$ cat src/sv/sacl_pkg.sv
package sacl_pkg;

    // Default sizes of the storage.
    localparam int MAX_WAYS_DEF  = 8;
    localparam int MAX_SETS_DEF  = 64;
    localparam int ADDR_BITS_DEF = 32;

    // Fixed widths of the configuration registers and the result fields.
    localparam int WAYS_CFG_W   = 4;
    localparam int SETB_CFG_W   = 3;
    localparam int OFFS_CFG_W   = 5;
    localparam int CFG_DATA_W   = 5;
    localparam int CFG_IDX_W    = 2;
    localparam int TAG_W        = 32;
    localparam int BLOCK_W      = 32;
    localparam int SET_OUT_W    = 6;
    localparam int WAY_OUT_W    = 3;

    // Reset values of the configuration registers.
    localparam logic [WAYS_CFG_W-1:0] WAYS_RST = WAYS_CFG_W'(2);
    localparam logic [SETB_CFG_W-1:0] SETB_RST = SETB_CFG_W'(2);
    localparam logic [OFFS_CFG_W-1:0] OFFS_RST = OFFS_CFG_W'(3);

    // Register indexes of the configuration port.
    localparam logic [CFG_IDX_W-1:0] CFG_WAYS_IN_USE = CFG_IDX_W'(0);
    localparam logic [CFG_IDX_W-1:0] CFG_SET_BITS    = CFG_IDX_W'(1);
    localparam logic [CFG_IDX_W-1:0] CFG_OFFSET_BITS = CFG_IDX_W'(2);

    typedef enum logic [2:0] {
        S_CLEAR = 3'b001,
        S_IDLE  = 3'b010,
        S_LOOK  = 3'b100
    } t_state;

    typedef struct packed {
        logic clear;
        logic load;
        logic update;
    } t_cmd;

    typedef struct packed {
        logic clear_last;
        logic out_blocked;
    } t_status;

endpackage

$ cat src/sv/sacl_ctrl.sv
module sacl_ctrl (
    input  logic              i_clk,
    input  logic              i_rst_n,
    input  logic              i_valid,
    input  sacl_pkg::t_status i_status,
    output sacl_pkg::t_cmd    o_cmd,
    output logic              o_stall
);

    sacl_pkg::t_state r_state;
    sacl_pkg::t_state n_state;
    logic             accept;

    assign accept  = i_valid && (r_state == sacl_pkg::S_IDLE);
    assign o_stall = (r_state != sacl_pkg::S_IDLE);

    always_comb begin
        o_cmd.clear  = 1'b0;
        o_cmd.load   = 1'b0;
        o_cmd.update = 1'b0;
        n_state      = r_state;
        case (r_state)
            sacl_pkg::S_CLEAR: begin
                o_cmd.clear = 1'b1;
                if (i_status.clear_last) begin
                    n_state = sacl_pkg::S_IDLE;
                end
            end
            sacl_pkg::S_IDLE: begin
                if (accept) begin
                    o_cmd.load = 1'b1;
                    n_state    = sacl_pkg::S_LOOK;
                end
            end
            sacl_pkg::S_LOOK: begin
                // The result register must be free before the set is updated.
                if (!i_status.out_blocked) begin
                    o_cmd.update = 1'b1;
                    n_state      = sacl_pkg::S_IDLE;
                end
            end
            default: begin
                n_state = sacl_pkg::S_CLEAR;
            end
        endcase
    end

    always_ff @(posedge i_clk) begin
        if (!i_rst_n) begin
            r_state <= sacl_pkg::S_CLEAR;
        end else begin
            r_state <= n_state;
        end
    end

endmodule

$ cat config.mk
export PLATFORM = sky130hd
export DESIGN_NAME = sacl_ctrl
export DESIGN_NICKNAME = d
export VERILOG_FILES = /design/src/sv/sacl_pkg.sv /design/src/sv/sacl_ctrl.sv
export SDC_FILE = /design/constraint.sdc
export NUM_CORES = 1
export LEC_CHECK = 0
export ABC_AREA = 1
export BUFFER_PORTS_ARGS = -buffer_cell sky130_fd_sc_hd__clkbuf_2
export CAP_MARGIN = 20
export CORE_AREA = 2 2 39 41
export CTS_CLUSTER_DIAMETER = 150
export DETAILED_ROUTE_END_ITERATION = 10
export DIE_AREA = 0 0 41 43
export PLACE_DENSITY = 0.41
export SLEW_MARGIN = 20
export SYNTH_ARGS = -nofsm -noshare
export SYNTH_HDL_FRONTEND = slang
export SYNTH_SLANG_ARGS = --single-unit
$ cat constraint.sdc
create_clock -name i_clk -period 1.9 [get_ports i_clk]
set_input_delay 0.095 -clock i_clk [delete_from_list [all_inputs] [get_ports i_clk]]
set_output_delay 0.095 -clock i_clk [all_outputs]
set_load 0.005 [all_outputs]
Word level (Yosys, flattened, before mapping)
Index checks and enable logic that the tools add are counted.
Widths: inputs -> output; s select.
{"block": "classes", "eq_ne": 7, "reduce_logical": 2, "n_mux": 9}
{"cell": "$mux 3", "count": 3}
{"cell": "$pmux 3 s3", "count": 1}
{"cell": "$ne 2x2->1 const B", "count": 3}
{"cell": "$mux 1", "count": 5}
{"cell": "$eq 3x1->1 const B", "count": 1}
{"cell": "$eq 3x2->1 const B", "count": 1}
{"cell": "$eq 3x3->1 const B", "count": 1}
{"cell": "$ne 3x2->1 const B", "count": 1}
{"cell": "$reduce_and 3->1", "count": 1}
{"cell": "$logic_and 1x1->1", "count": 1}
{"block": "totals", "register_bits": 3, "inputBits": 5}

Longest topological paths before layout
{"block": "logic_depth", "depth_word": 4, "depth_mapped": 7, "ltp_nobuf": 7}

Worst setup path after synthesis
OpenSTA, ideal clock, no wires.
{"block": "synth_timing", "path_kind": "flip-flop to flip-flop", "start": "register r_state[2]", "end": "register r_state[1]", "stages_incl_launch_ff": 6, "setup_slack_ns": 1.015, "setup_time_ns": 0.110, "t_required_ns": 1.790, "arrival_ns": 0.775, "path_cell_list": "dfxtp_1 -> inv_2 -> nand3_2 -> or2_1 -> nand2_1 -> nor2_2"}
{"block": "synth_between", "elab_chain_cells": 4}
{"item": "start, declared", "line": "sacl_ctrl.sv:10", "source": "sacl_pkg::t_state r_state;"}
{"item": "start signal, assigned", "line": "sacl_ctrl.sv:50", "source": "r_state <= sacl_pkg::S_CLEAR;"}
{"item": "start signal, assigned", "line": "sacl_ctrl.sv:52", "source": "r_state <= n_state;"}
{"item": "$eq 3x2->1", "line": "sacl_ctrl.sv:14, sacl_ctrl.sv:22"}
{"item": "$logic_and 1x1->1", "line": "sacl_ctrl.sv:14", "source": "assign accept = i_valid && (r_state == sacl_pkg::S_IDLE);"}
{"item": "$ne 2x2->1 (no source line)"}
{"item": "$reduce_and 3->1 (no source line)"}
Parallel ways exist; a longest one is shown, timed or not.
A chain may end at the register's enable or synchronous reset.

==> impl_metrics.ini <==
[global_route]
antenna_found_initial = 0
grt_pass1_vias = 178
grt_pass1_wl_um = 669
grt.total_usage = 0.05924
overflow = 0
grt_max_degree = 6

[yosys]
synthCells = 27
synth-seq-area-share = 0.3404
yosys-top-cells-area = dfxtp_1 (34%), inv_1 (13%), nand2_1 (13%)
synth_cell_types = 11
synthArstFlopShare = 0
synth.avg_cell_area_um2 = 6.534
syn-num-nets = 32
synth_edf_count = 0
synth_top_area_frac = 0.3404
synth_area_um2 = 176.4
yosys_warnings = 0
synth_ff_type = dfxtp_1
yosys-top-cells-count = inv_1 (6), nand2_1 (6), dfxtp_1 (3), nand3_1 (3)
synth_seq_cells = 3
synth.largest_area_cell = dfxtp_1

[cells_and_area]
area_growth_pct = 48.94
diodes = 0
largest_reg_flops = 3
drive_above_1_share = 0.3846
top_register = r_state
nets = 45
top_regs = r_state: 3 flops
final_core_util = 0.1899

[detailed_routing]
drt-pass1-iter-count = 2
viasPerCell = 3.582
vias = 197
drtAntennaViolNets = 0
dr.first_iter.drc_count = 1
drc_errors = 0
detail_route.wl_per_cell_um = 7.127
drt_wl_total_um = 392

[floorplanning]
dieArea_um2 = 1763
die_w_um = 41
rows = 14
die_h_um = 43
coreArea_um2 = 1384
io_pins = 9
initial_utilization = 0.1275

[sta]
hold_viol = 0
fin_crit_sh = 0.5553
slew_violations = 0
worst_pin_slew_ns = 0.1716
skew_ns = 0.004792
fmax_ghz = 0.9478
fin_crit_ns = 1.055
rsz0062_at_grt = false
final-setup-viol-count = 0
relSlewSlack = 0.8855
fin_tns_setup_ns = 0

[critical_path]
setup.worst_path.start = r_state[1]$_SDFFE_PN0P_
regToRegStartpoint = r_state[2]$_SDFFE_PN0P_
cpMaxStageDelayCell = dfxtp_1
path_cells = nor2_2, nand2_1, nor2_1, clkbuf_2
arrival_ns = 0.96
cp-start-kind = flip-flop
cp_max_fo = 5
path_delay_family = flip-flops
worst-path-buf-inv = 1
max_stage_delay_ns = 0.34
criticalPathCategory = flip-flop to output pin
crit_required_ns = 1.80
cp-end-kind = output pin

[placed_design]
port_buffers = 8
globalplace.congestion = 0.6438
dp_hpwl_um = 359.4

[cts]
cts-resized-gates = 0
cts_tree = built
post-cts-setup-buffer-count = 0
cts_sinks = 3
numCtsBuffers = 3
cts_buffer_depth = 2
insertion_delay_ns = 0.23
cts_max_level = 1
clockRootBuffer = clkbuf_4
holdBufCountCts = 0
cts.reportedPaths.clkPinSlew_ns = 0.04

[pwr]
leakage_nw = 0.1520
power.density_nw_per_um2 = 998.7
ir_drop_uv = 301.6

[job]
cap_violations = 0

[min_path]
hold_path_class = input pin to flip-flop
hp-start = i_rst_n

[status]
status = finished, final reports clean
[cells in the final DEF, fill, tap and decap left out, drive strengths merged]
| cell | netlist | routed |
|---|---|---|
| nand4 | 2 | 2 |
| a21boi | 1 | 1 |
| clkbuf | 0 | 12 |
| inv | 7 | 7 |
| or2 | 1 | 1 |
| nand2 | 6 | 6 |
| nand3 | 4 | 4 |
| dfxtp | 3 | 3 |
| nor2 | 3 | 3 |
[per-stage QoR]
stage	total power, mW	hold slack, ns	area [um^2]	setup WS (ns)	instances
floorplan	0.1299	0.1791	176.4	1.015	27
global placement	0.1553	0.2968	236.5	0.9478	51
detailed placement	0.1553	0.2989	236.5	0.9555	51
CTS	0.2711	0.05255	262.8	0.8211	55
global route	0.2898	0.08331	262.8	0.7446	55
finish	0.2624	0.05792	262.8	0.8450	55
[path summary, 6_finish.rpt]
path,end,slack [ns],depth (start not counted)
worst max-delay path,o_cmd[0],0.84,4
worst min-delay path,r_state[0]$_SDFFE_PN1P_,0.06,2
worst max register to register,r_state[1]$_SDFFE_PN0P_,0.95,5
worst min register to register,r_state[2]$_SDFFE_PN0P_,0.57,2
[routing by layer]
metal	wire length [um]	vias to the layer above	global-route usage
li1	-	108	-
met1	164	82	0.07074
met2	182	7	0.07813
met3	45	0	0.04712
met4	0	0	0.02000
met5	0	-	0
[report_power, final]
part	leakage, nW	internal [mW]	switching [mW]
registers	0.0247	0.0730	0.0112
clock network	0.0150	0.0786	0.0316
logic	0.112	0.0292	0.0388
[final cells by class]
type | count | area (um^2)
repair buffers | 8 | 40.04
flip-flops and latches | 3 | 60.06
clock buffers | 4 | 26.28
inverters | 7 | 26.28
well taps | 16 | 20.02
multi-input cells | 17 | 90.09
fillers | 173 | 1121
[cells by family (layout without fill, tap and decap cells)]
group,Yosys count,after routing,share of synthesized area
compound gates,1,1,0.04257
buf+inv,7,19,0.1489
flops,3,3,0.3404
simple gates,16,16,0.4680
Note: power is estimated with default switching activity, not from simulation.
